[config.mk]
export PLATFORM = sky130hd
export DESIGN_NAME = exclusive_reservation_monitor
export DESIGN_NICKNAME = d
export VERILOG_FILES = /design/src/hw/rtl/erm_pkg.sv /design/src/hw/rtl/erm_resv_table.sv /design/src/hw/rtl/exclusive_reservation_monitor.sv
export SDC_FILE = /design/constraint.sdc
export NUM_CORES = 1
export LEC_CHECK = 0
export BUFFER_PORTS_ARGS = -buffer_cell sky130_fd_sc_hd__buf_4
export CAP_MARGIN = 40
export CORE_MARGIN = 2
export CORE_UTILIZATION = 28
export CTS_BUF_LIST = sky130_fd_sc_hd__clkbuf_8 sky130_fd_sc_hd__clkbuf_16
export CTS_CLUSTER_SIZE = 12
export DETAILED_ROUTE_END_ITERATION = 6
export GPL_TIMING_DRIVEN = 0
export PLACE_DENSITY = 0.52
export SKIP_CTS_REPAIR_TIMING = 1
export SYNTH_ARGS = -nofsm -noshare
export SYNTH_HDL_FRONTEND = slang
export SYNTH_HIERARCHICAL = 1
export SYNTH_SLANG_ARGS = --single-unit
[constraint.sdc]
create_clock -name clk -period 18.8 [get_ports clk]
set_clock_uncertainty 0.15 [all_clocks]
set_input_delay 3.76 -clock clk [delete_from_list [all_inputs] [get_ports clk]]
set_output_delay 3.76 -clock clk [all_outputs]
set_load 0.005 [all_outputs]
[src/hw/rtl/erm_pkg.sv]
package erm_pkg;

	// item operation codes
	typedef enum logic [1:0] {
		OP_MARK  = 2'd0,
		OP_CHECK = 2'd1,
		OP_CLEAR = 2'd2,
		OP_NOP   = 2'd3
	} opcode_t;

	// access size codes; codes above SIZE_128 also mean 128 bits
	localparam logic [2:0] SIZE_8   = 3'd0;
	localparam logic [2:0] SIZE_16  = 3'd1;
	localparam logic [2:0] SIZE_32  = 3'd2;
	localparam logic [2:0] SIZE_128 = 3'd4;

	// one accepted item as held in the input register
	typedef struct packed {
		logic        valid;
		opcode_t     opcode;
		logic [1:0]  core_id;
		logic [63:0] address;
		logic [2:0]  size_code;
		logic [63:0] load_low;
		logic [63:0] load_high;
	} req_t;

	// outcome of one item
	typedef struct packed {
		logic        pass;
		logic [63:0] expected_low;
		logic [63:0] expected_high;
	} rsp_t;

	function automatic logic [63:0] low_mask(input logic [2:0] size_code);
		logic [63:0] m;
		begin
			unique case (size_code)
				SIZE_8:  m = 64'h0000_0000_0000_00FF;
				SIZE_16: m = 64'h0000_0000_0000_FFFF;
				SIZE_32: m = 64'h0000_0000_FFFF_FFFF;
				default: m = '1;
			endcase
			return m;
		end
	endfunction

	function automatic logic [63:0] high_mask(input logic [2:0] size_code);
		return (size_code >= SIZE_128) ? '1 : '0;
	endfunction

endpackage

[src/hw/rtl/erm_resv_table.sv]
module erm_resv_table #(
	parameter int CORE_COUNT = 4
) (
	input  logic          clk,
	input  logic          arst_n,
	input  erm_pkg::req_t req,
	output erm_pkg::rsp_t rsp
);

	logic [CORE_COUNT-1:0] valid_q;
	logic [63:0]           addr_q [CORE_COUNT];
	logic [63:0]           low_q  [CORE_COUNT];
	logic [63:0]           high_q [CORE_COUNT];

	logic [CORE_COUNT-1:0] own;
	logic [CORE_COUNT-1:0] addr_hit;
	logic                  check_pass;
	logic [63:0]           own_low;
	logic [63:0]           own_high;
	logic [63:0]           lmask;
	logic [63:0]           hmask;
	logic                  do_mark;
	logic                  do_clear;
	logic                  do_drop;

	assign lmask = erm_pkg::low_mask(req.size_code);
	assign hmask = erm_pkg::high_mask(req.size_code);

	// per-entry decode and address compare
	always_comb begin
		own_low  = '0;
		own_high = '0;
		for (int k = 0; k < CORE_COUNT; k++) begin
			own[k]      = (int'(req.core_id) == k);
			addr_hit[k] = valid_q[k] && (addr_q[k] == req.address);
			if (own[k]) begin
				own_low  = own_low | low_q[k];
				own_high = own_high | high_q[k];
			end
		end
	end

	assign check_pass = |(own & addr_hit);

	assign do_mark  = req.valid && (req.opcode == erm_pkg::OP_MARK);
	assign do_clear = req.valid && (req.opcode == erm_pkg::OP_CLEAR);
	assign do_drop  = req.valid && (req.opcode == erm_pkg::OP_CHECK) && check_pass;

	always_comb begin
		rsp = '0;
		unique case (req.opcode)
			erm_pkg::OP_MARK:  rsp.pass = 1'b1;
			erm_pkg::OP_CLEAR: rsp.pass = 1'b1;
			erm_pkg::OP_CHECK: begin
				if (check_pass) begin
					rsp.pass          = 1'b1;
					rsp.expected_low  = own_low & lmask;
					rsp.expected_high = own_high & hmask;
				end
			end
			erm_pkg::OP_NOP:   rsp.pass = 1'b0;
		endcase
	end

	always_ff @(posedge clk or negedge arst_n) begin
		if (!arst_n) begin
			valid_q <= '0;
		end else begin
			for (int k = 0; k < CORE_COUNT; k++) begin
				if (do_mark && own[k]) begin
					valid_q[k] <= 1'b1;
				end else if (do_clear && own[k]) begin
					valid_q[k] <= 1'b0;
				end else if (do_drop && addr_hit[k]) begin
					valid_q[k] <= 1'b0;
				end
			end
		end
	end

	always_ff @(posedge clk) begin
		for (int k = 0; k < CORE_COUNT; k++) begin
			if (do_mark && own[k]) begin
				addr_q[k] <= req.address;
				low_q[k]  <= req.load_low & lmask;
				high_q[k] <= req.load_high & hmask;
			end
		end
	end

endmodule

[src/hw/rtl/exclusive_reservation_monitor.sv]
// exclusive reservation monitor: one reservation per core (valid mark, address,
// up to 128 bits of saved load data). an item is taken on any edge with start
// high; busy never rises, so one item can enter every cycle. each item gives
// exactly one result, shown on pass/expected_low/expected_high for one cycle
// with done high. done rises at the edge after the accepting edge: the
// input register feeds the reservation table's compare, and the next edge
// loads the result register and updates the table together. the receiver
// cannot stall, and none is needed since every item leaves on a fixed schedule.
// mark stores address and data masked to the access size; clear drops the
// core's reservation; a store check passes when the core holds a reservation
// on exactly that address, then drops every reservation on that address and
// returns the saved value masked to size
module exclusive_reservation_monitor #(
	parameter int CORE_COUNT = 4
) (
	input  logic        clk,
	input  logic        arst_n,
	input  logic        start,
	output logic        busy,
	input  logic [1:0]  opcode,
	input  logic [1:0]  core_id,
	input  logic [63:0] address,
	input  logic [2:0]  size_code,
	input  logic [63:0] load_low,
	input  logic [63:0] load_high,
	output logic        done,
	output logic        pass,
	output logic [63:0] expected_low,
	output logic [63:0] expected_high
);

	erm_pkg::req_t req_s1;
	erm_pkg::rsp_t rsp;
	erm_pkg::rsp_t rsp_q;
	logic          done_q;

	// table works in a single pass, so the block is always ready
	assign busy = 1'b0;

	// input register: cleared under reset, loaded every cycle
	always_ff @(posedge clk or negedge arst_n) begin
		if (!arst_n) begin
			req_s1 <= '0;
		end else begin
			req_s1.valid     <= start;
			req_s1.opcode    <= erm_pkg::opcode_t'(opcode);
			req_s1.core_id   <= core_id;
			req_s1.address   <= address;
			req_s1.size_code <= size_code;
			req_s1.load_low  <= load_low;
			req_s1.load_high <= load_high;
		end
	end

	// reservation entries, compare and update
	erm_resv_table #(
		.CORE_COUNT(CORE_COUNT)
	) u_table (
		.clk   (clk),
		.arst_n(arst_n),
		.req   (req_s1),
		.rsp   (rsp)
	);

	// result register: strobe for one cycle per item
	always_ff @(posedge clk or negedge arst_n) begin
		if (!arst_n) begin
			done_q <= 1'b0;
		end else begin
			done_q <= req_s1.valid;
		end
	end

	always_ff @(posedge clk) begin
		rsp_q <= rsp;
	end

	assign done          = done_q;
	assign pass          = rsp_q.pass;
	assign expected_low  = rsp_q.expected_low;
	assign expected_high = rsp_q.expected_high;

endmodule

==> results of run 1 <==
-- flip-flops by register name, summed over array words and instances, names as in the netlist --
signal / cells
u_table/high_q: 256
expected_high: 64
expected_low: 64
req_s1: 200
done: 1
u_table/valid_q: 4
u_table/addr_q: 256
u_table/low_q: 256
pass: 1
-- kinds of logic after synthesis --
| logic type | count (synthesis) | share of synthesized area (%) |
|---|---|---|
| flip-flops | 1102 | 76.37 |
| other | 1 | 0.009306 |
| XOR/XNOR | 191 | 4.170 |
| multiplexers | 128 | 7.154 |
| AND/OR/NAND/NOR | 579 | 10.01 |
| buffers and inverters | 127 | 1.329 |
| AO/OA/AOI/OAI | 51 | 0.9564 |
-- worst min path at each step --
stage                     start                  end  slack, ns  cells past startpoint
global route         req_s1[70]  u_table/low_q[2][6]       0.36                      0
global placement     req_s1[67]  u_table/low_q[3][3]       0.33                      0
CTS                  req_s1[69]  u_table/low_q[1][5]       0.35                      0
detailed placement   req_s1[66]  u_table/low_q[2][2]       0.34                      0
floorplan           req_s1[199]                 done       0.23                      0
finish               req_s1[69]  u_table/low_q[1][5]       0.34                      0
-- metal layers --
layer  up-vias  track usage (%)
li1       9522                -
met1     11064            19.87
met2       602            23.85
met3       162            2.925
met4        12            4.786
met5         -                0
-- cell usage after synthesis, drive strengths merged (36+ instances only) --
| library cell | n | area (µm²) |
|---|---|---|
| and2 | 65 | 406.6 |
| xor2 | 40 | 350.3 |
| nor2b | 74 | 462.9 |
| nand4 | 91 | 569.3 |
| nor4b | 63 | 783.3 |
| nand2b | 91 | 569.3 |
| clkbuf | 72 | 270.3 |
| dfxtp | 129 | 2582 |
| xnor2 | 151 | 1330 |
| inv | 36 | 135.1 |
| mux4 | 128 | 2883 |
| nor3b | 74 | 555.5 |
| edfxtp | 768 | 23060 |
| nor4 | 41 | 262.8 |
| dfrtp | 205 | 5130 |
-- report_power, final --
group          internal (W)  total (W)  switching [W]
sequential          0.00266    0.00271      0.0000462
combinational      0.000112   0.000244       0.000132
clock               0.00136    0.00234       0.000980
-- layout by cell type (no fill, tap or decap), types with 16 or more instances in the layout --
cell type,synthesis,routed
edfxtp_1,768,768
buf_4,2,367
dfrtp_1,205,205
xnor2_1,150,150
dfxtp_1,129,129
mux4_2,128,128
clkbuf_16,0,123
nand4_1,91,91
nand2b_1,91,91
inv_1,35,80
nor2b_1,74,74
clkbuf_1,72,72
nor3b_1,74,72
and2_1,65,65
buf_6,5,56
xor2_1,40,40
nor4_1,40,40
nor4b_2,37,37
nor4b_1,26,26
nand2_1,20,20
clkbuf_8,0,19
nand3_1,19,19
buf_8,0,17
clkinv_2,0,16
-- per-stage QoR --
stage | utilization [%] | TNS, ns | cell area, µm²
after floorplan | - | 0 | 40290
after global placement | 31.51 | -6665.90 | 45160
after detailed placement | 32.49 | 0 | 46560
after CTS | 35.31 | 0 | 50600
after global routing | 35.32 | 0 | 50610
final | 35.32 | 0 | 50610
-- cell type report --
cell class / instances / area share, %
Multi-Input combinational cell: 950 / 17.80
Timing Repair Buffer: 447 / 7.651
Tap cell: 1903 / 4.704
Sequential cell: 1102 / 60.80
Antenna cell: 1 / 0.004944
Clock inverter: 84 / 1.375
Clock buffer: 142 / 6.598
Buffer: 91 / 0.7911
Inverter: 36 / 0.2670
==> impl_metrics.yaml, run 1 <==
critical_path:
  crit_family: "flip-flops"
  r2r_start: "req_s1[158]"
  arrival_ns: 1.36
  crit_cells: 1
  r2r_cells: 11
  worstReg2RegEnd: "expected_low[1]"
  slowest_stage: "dfxtp_1"
  criticalPathCategory: "reg2out"
  startpoint_type: "register"
  cp-endpoint: "expected_high[2]"
  crit_start: "expected_high[2]"
  required_ns: 14.89
  timing.critical_path.cells: "buf_4"
  r2r_slack_ns: 14.05
  cpPeakStageDelay_ns: 0.44
  path_max_fanout: 1
  end_kind: "output port"
  path_buf_inv: 1
clock_tree:
  worstSkewPairLatency_ns: 0.76
  cts_buffers: 118
  cts.htree.levels: 3
  cts.reportedPaths.clkPinSlew_ns: 0.06
  cts_root_buffer: "clkbuf_16"
  cts_sinks: 1102
  cts_tree: "built"
  ctsLongestPathBuffers: 3
timing:
  tightestPinTransition_ns: 0.9773
  slew_viol_final: 0
  setup_viol: 0
  holdWs_ns: 0.3364
  hold_violations: 0
  period_share_pct: 28.02
  worst_slack_ns: 13.53
  rsz0062_at_grt: "no"
  fmax_mhz: 189.9
  worst_slew_margin_rel_pct: 34.25
  period_needed_ns: 5.267
power_and_ir_drop:
  power.leakage_nw: 17.11
  powerDensity_nw_per_um2: 104.5
  ir_drop_mv: 0.07535
  p_total_w: 0.005289
drt:
  wl_um: 108600
  top_layer: "met5"
  drt_iter0_markers: 1668
  via_count: 21362
  drt_first_pass_iters: 5
  met1_length_um: 47900
  drc: 0
  antenna_left: 0
  vias_per_cell: 4.492
  post_drt_wl_per_cell_um: 22.84
  wl_met2_um: 51700
  dr_wl_met3_um: 6170
logic_synthesis:
  synth_flop_cell: "edfxtp_1"
  syn_nets: 2381
  async_reset_ff_share_pct: 18.60
  synth_edf_count: 768
  ys_seq_elements: 1102
  synth_warnings: 6
  ys_seq_area_share_pct: 76.37
  syn_area_um2: 40290
  syn-instance-count: 2179
  avgSynthCellArea_um2: 18.49
  synth_cell_types: 50
placed_design:
  place.port_buffers: 331
  dp_cells: 4528
  place_congestion: 0.8701
  pre_cts_ws_ns: 13.53
  dp_hpwl_um: 78910
worst_hold_path:
  worstHoldPathType: "reg2reg"
final_layout:
  drive_above_1_share_pct: 28.75
  nNetsFinal: 2948
  layout.cells.non_filler: 4756
  regArea_um2: 30770
  area_growth_pct: 25.60
  fill_cells: 13680
  multi_input_area_um2: 9011
flow_run:
  maxCapViolCount: 0
floorplan:
  start_util_pct: 28.12
  rows: 139
  ioPinCount: 333
  die_area_um2: 147000
  core_um2: 143300
  die_y_um: 383.4
  fp.dieW_um: 383.4
global_routing:
  grt_max_degree: 98
  grt_pass1_vias: 22522
  overflow: 0
  antenna_found_initial: 8
  grt_pass1_wl_um: 157000
  track_usage_pct: 14.74
outcome:
  outcome: "finished, final reports clean"
No activity file was read; power rests on OpenSTA's default activity.
==> run 2, diff against run 1 <==
- clock period: 18.8 -> 4.85 ns (I/O delays scaled with it)
==> run 2 against run 1 <==
The flow now finishes with violations (design-rule violations). Final area grew 0.36%. Power grew to 3.9 times the previous value. Core utilization grew 0.13 points. Combinational power grew to 3.9 times the previous value. Non-clock buffer count shrank 26. Sequential power grew to 3.9 times the previous value. Clock power grew to 3.9 times the previous value. Critical endpoint is now expected_low[1]. Critical path depth grew 10. First-iteration DRC count grew 4.9%. Largest cell class unchanged.
==> impl_metrics.yaml, run 2 (same netlist as run 1, synthesis figures left out) <==
critical_path:
  required_ns: 5.29
  r2r_slack_ns: 0.43
  r2r_start: "req_s1[189]"
  timing.critical_path.cells: "clkbuf_1 > xnor2_1 > nand4_1 > nor4b_1 > nand4_1 > o22ai_1 > a222oi_1 > buf_4 > buf_2 > buf_2 > nor3b_1"
  cp-endpoint: "expected_low[1]"
  crit_start: "req_s1[189]"
  arrival_ns: 4.86
  path_max_fanout: 11
  criticalPathCategory: "reg2reg"
  slowest_stage: "nor4b_1"
  r2r_cells: 11
  end_kind: "register"
  cpPeakStageDelay_ns: 0.66
  startpoint_type: "register"
  worstReg2RegEnd: "expected_low[1]"
drt:
  vias_per_cell: 4.501
  drc: 1
  wl_um: 110800
  antenna_left: 0
  drt_iter0_markers: 1750
  drt_first_pass_iters: 7
  via_count: 21312
  post_drt_wl_per_cell_um: 23.40
clock_tree:
  ctsLongestPathBuffers: 3
  cts_tree: "built"
  cts_sinks: 1102
  cts_root_buffer: "clkbuf_16"
  cts.htree.levels: 3
  cts_buffers: 119
  worstSkewPairLatency_ns: 0.75
  cts.reportedPaths.clkPinSlew_ns: 0.06
power_and_ir_drop:
  power.leakage_nw: 17.09
  clkPwrFrac_pct: 44.1
  switching_share_pct: 22.27
  power_frac_seq_pct: 51.2
  p_total_w: 0.02048
  powerDensity_nw_per_um2: 403.2
  p_comb_share_pct: 4.7
  switchingPower_w: 0.004560
  internal_power_w: 0.01592
  ir_drop_mv: 0.2972
worst_hold_path:
  worstHoldPathType: "in2async"
final_layout:
  drive_above_1_share_pct: 28.18
  mostFrequentLayoutCells: "768 x edfxtp_1, 334 x buf_4, 205 x dfrtp_1"
  design_area_um2: 50790
  largestRegisters: "u_table/addr_q (256), u_table/high_q (256), u_table/low_q (256)"
  final_common_cell: "edfxtp_1"
  nNetsFinal: 2923
  layout.cells.non_filler: 4735
  area_growth_pct: 26.05
  fill_cells: 13623
floorplan:
  rows: 139
  start_util_pct: 28.12
  ioPinCount: 333
  fp.dieW_um: 383.4
  core_um2: 143300
  die_y_um: 383.4
  die_area_um2: 147000
global_routing:
  overflow: 0
  antenna_found_initial: 9
  grt_pass1_wl_um: 159500
  track_usage_pct: 14.99
  grt_max_degree: 80
  grt_pass1_vias: 22456
outcome:
  failed_checks: "design-rule violations"
  outcome: "finished, violations left"
timing:
  period_share_pct: 91.08
  tightestPinTransition_ns: 0.9708
  worst_slack_ns: 0.4328
  slew_viol_final: 0
  tns_ns: 0
  hold_violations: 0
  period_needed_ns: 4.417
  rsz0062_at_grt: "no"
  worst_slew_margin_rel_pct: 34.68
  setup_viol: 0
  fmax_mhz: 226.4
flow_run:
  maxCapViolCount: 0
placed_design:
  pre_cts_ws_ns: 0.2876
  place.port_buffers: 331
  placed_cell_area_um2: 46750
  place_congestion: 0.8549
  dp_cells: 4503
  dp_hpwl_um: 79010
## run 2: cell count changes in the layout (fill, tap and decap cells not counted), moves of 4 or more
| cell | change |
|---|---|
| buf_16 | +9 |
| buf_4 | -33 |
| buf_6 | -41 |
| buf_8 | +36 |
| bufinv_16 | -4 |
| clkbuf_1 | -4 |
| clkbuf_8 | +4 |
| clkinv_1 | +5 |
| clkinv_2 | -4 |
## run 2: critical path: cells and delay by family (launching register included)
family / cells / cell delay (ns)
AO/OA/AOI/OAI: 2 / 0.51
flip-flops: 1 / 0.55
AND/OR/NAND/NOR: 4 / 1.57
buffers and inverters: 4 / 1.19
XOR/XNOR: 1 / 0.28
## run 2: area by class of cell
cell class              count  area [µm²]  share of cell area [%]
diodes                      4       10.01                 0.01971
plain buffers              91       442.9                  0.8720
clock buffers             146        3417                   6.727
clock inverters            82       614.3                   1.209
inverters                  36       135.1                  0.2660
multi-input cells         950        9031                   17.78
flip-flops and latches   1102       30770                   60.59
well taps                1903        2381                   4.688
repair buffers            421        3988                   7.851
## run 2: layer usage
metal  vias to the layer above  global-route usage (%)  share of wire, %
li1                       9487                       -                 -
met1                     11018                   21.06                46
met2                       638                   23.49                46
met3                       159                   2.952               5.5
met4                        10                   4.466               2.3
met5                         -                       0             0.064
## run 2: worst min path at each step
stage | endpoint | slack [ns] | cells after the start
6_report | req_s1[174] | 0.08 | 1
5_1_grt | req_s1[174] | 0.09 | 1
4_1_cts | req_s1[174] | 0.05 | 1
3_5_place_dp | u_table/low_q[3][3] | 0.34 | 0
3_3_place_gp | u_table/low_q[2][6] | 0.33 | 0
2_1_floorplan | done | 0.23 | 0
## run 2: through the flow
stage | utilization (%) | hold WS (ns)
floorplan | - | 0.2287
global placement | 31.58 | 0.3252
detailed placement | 32.62 | 0.3358
CTS | 35.44 | 0.05190
global route | 35.44 | 0.09459
finish | 35.44 | 0.08048
## run 2: power by group through the flow
stage	Clock [W]	Combinational, W	Sequential (W)
2_1_floorplan	0	0.000508	0.0106
3_3_place_gp	0	0.000905	0.0107
3_5_place_dp	0	0.000973	0.0107
4_1_cts	0.00933	0.000978	0.0105
5_1_grt	0.00971	0.00104	0.0105
6_report	0.00903	0.000956	0.0105
==> run 3, diff against run 2 <==
- BUFFER_PORTS_ARGS: -buffer_cell sky130_fd_sc_hd__buf_4 -> unset
- DONT_BUFFER_PORTS: unset -> 1
- PLACE_DENSITY: 0.52 -> 0.5
==> run 3 against run 2 <==
The run ends with negative hold slack left. Clock power fell by 0.9%. First-iteration DRC count is 5.5% lower. Hold slack got worse by 0.30 ns. Non-clock buffer count decreased by 333. Sequential share of layout area grew 3.4 points. Final area shrank 5.3%. Final cell count down 7.0%. Combinational power down 19%. Critical path type unchanged. Largest cell class unchanged.
==> impl_metrics.yaml, run 3 (same netlist as run 1, synthesis figures left out) <==
outcome:
  outcome: "finished, violations left"
  failed_checks: "negative hold slack"
flow_run:
  maxCapViolCount: 0
power_and_ir_drop:
  power.leakage_nw: 15.35
  p_total_w: 0.02022
  ir_drop_mv: 0.3364
  powerDensity_nw_per_um2: 420.3
timing:
  worst_slack_ns: 0.3105
  slew_viol_final: 0
  tightestPinTransition_ns: 0.9637
  worst_slew_margin_rel_pct: 34.85
  period_needed_ns: 4.540
  hold_violations: 205
  setup_viol: 0
  fmax_mhz: 220.3
  period_share_pct: 93.60
  rsz0062_at_grt: "no"
  holdWs_ns: -0.2184
final_layout:
  nNetsFinal: 2589
  final_common_cell: "edfxtp_1"
  largestRegisters: "u_table/addr_q (256), u_table/high_q (256), u_table/low_q (256)"
  fill_cells: 13676
  layout.cells.non_filler: 4403
  mostFrequentLayoutCells: "768 x edfxtp_1, 205 x dfrtp_1, 150 x xnor2_1"
  regArea_um2: 30770
  drive_above_1_share_pct: 18.77
  multi_input_area_um2: 9035
  area_growth_pct: 19.39
critical_path:
  r2r_cells: 11
  worstReg2RegEnd: "expected_high[18]"
  r2r_slack_ns: 0.31
  startpoint_type: "register"
  criticalPathCategory: "reg2reg"
  cpPeakStageDelay_ns: 0.81
  path_max_fanout: 10
  crit_family: "simple AND/OR/NAND/NOR gates"
  end_kind: "register"
  r2r_start: "req_s1[189]"
  crit_cells: 11
  arrival_ns: 4.97
  cp-endpoint: "expected_high[18]"
  required_ns: 5.28
  slowest_stage: "nor4b_1"
  path_buf_inv: 4
  crit_start: "req_s1[189]"
  timing.critical_path.cells: "clkbuf_1 > xnor2_1 > nand4_1 > nor4b_1 > nand4_1 > o22ai_1 > a222oi_1 > buf_2 > buf_4 > buf_2 > nor3b_1"
clock_tree:
  worstSkewPairLatency_ns: 0.74
  cts_root_buffer: "clkbuf_16"
  ctsLongestPathBuffers: 3
  cts_buffers: 118
  cts.htree.levels: 3
  cts_sinks: 1102
  cts_tree: "built"
  cts.reportedPaths.clkPinSlew_ns: 0.07
drt:
  post_drt_wl_per_cell_um: 24.69
  drt_first_pass_iters: 7
  via_count: 20258
  antenna_left: 0
  drt_iter0_markers: 1654
  wl_um: 108700
  vias_per_cell: 4.601
  drc: 0
floorplan:
  die_y_um: 383.4
  start_util_pct: 28.12
  ioPinCount: 333
  die_area_um2: 147000
  core_um2: 143300
  fp.dieW_um: 383.4
  rows: 139
global_routing:
  antenna_found_initial: 46
  gr-usage-met2_pct: 22.53
  grt_pass1_vias: 21502
  grt_pass1_wl_um: 155100
  overflow: 0
  grt_max_degree: 206
  track_usage_pct: 14.62
  busiest_layer: "met2"
  use_met3_pct: 4.372
  met1_usage_pct: 19.65
worst_hold_path:
  worstHoldPathType: "in2async"
placed_design:
  dp_cells: 4170
  place.port_buffers: 0
  pre_cts_ws_ns: 0.2586
  dp_hpwl_um: 76910
  place_congestion: 0.8742
run 3: cell count changes in the layout (fill, tap and decap cells not counted), moves of 5 or more:
cell,previous run,this run
clkinv_16,6,1
clkinv_1,6,0
clkinv_2,12,17
clkbuf_16,126,131
buf_4,334,2
buf_16,16,8
run 3: per-stage QoR:
stage | hold slack (ns) | cell area, µm² | util (%) | setup TNS (ns)
2_1_floorplan | 0.2287 | 40380 | - | -788.25
3_3_place_gp | 0.3186 | 42760 | 29.84 | -3999.37
3_5_place_dp | 0.3341 | 44110 | 30.78 | 0
4_1_cts | -0.2927 | 48090 | 33.56 | 0
5_1_grt | -0.2834 | 48090 | 33.56 | 0
6_report | -0.2184 | 48110 | 33.57 | 0
run 3: area by class of cell:
cell class / instances / share of cell area [%]
diodes: 7 / 0.03641
plain buffers: 91 / 0.9207
clock buffers: 154 / 7.449
clock inverters: 72 / 0.8141
inverters: 36 / 0.2809
multi-input cells: 950 / 18.78
flip-flops and latches: 1102 / 63.97
well taps: 1903 / 4.949
repair buffers: 88 / 2.799
run 3: per-layer routing:
metal	part of all wire, %	up-vias	wire length (µm)
li1	-	8816	-
met1	43	10499	47250
met2	46	690	49890
met3	7.3	221	7983
met4	3.1	32	3403
met5	0.18	-	199
run 3: worst min-delay path by stage:
| stage | startpoint | end | depth (start not counted) |
|---|---|---|---|
| 2_1_floorplan | req_s1[199] | done | 0 |
| 3_3_place_gp | req_s1[69] | u_table/low_q[0][5] | 0 |
| 3_5_place_dp | req_s1[70] | u_table/low_q[2][6] | 0 |
| 4_1_cts | arst_n | req_s1[162] | 0 |
| 5_1_grt | arst_n | req_s1[162] | 0 |
| 6_report | arst_n | req_s1[162] | 0 |
run 3: power breakdown:
part	switching (W)	internal [W]	total, W
Combinational	0.000444	0.000330	0.000773
Sequential	0.000189	0.0103	0.0105
Clock	0.00377	0.00517	0.00895
Total	0.00441	0.0158	0.0202
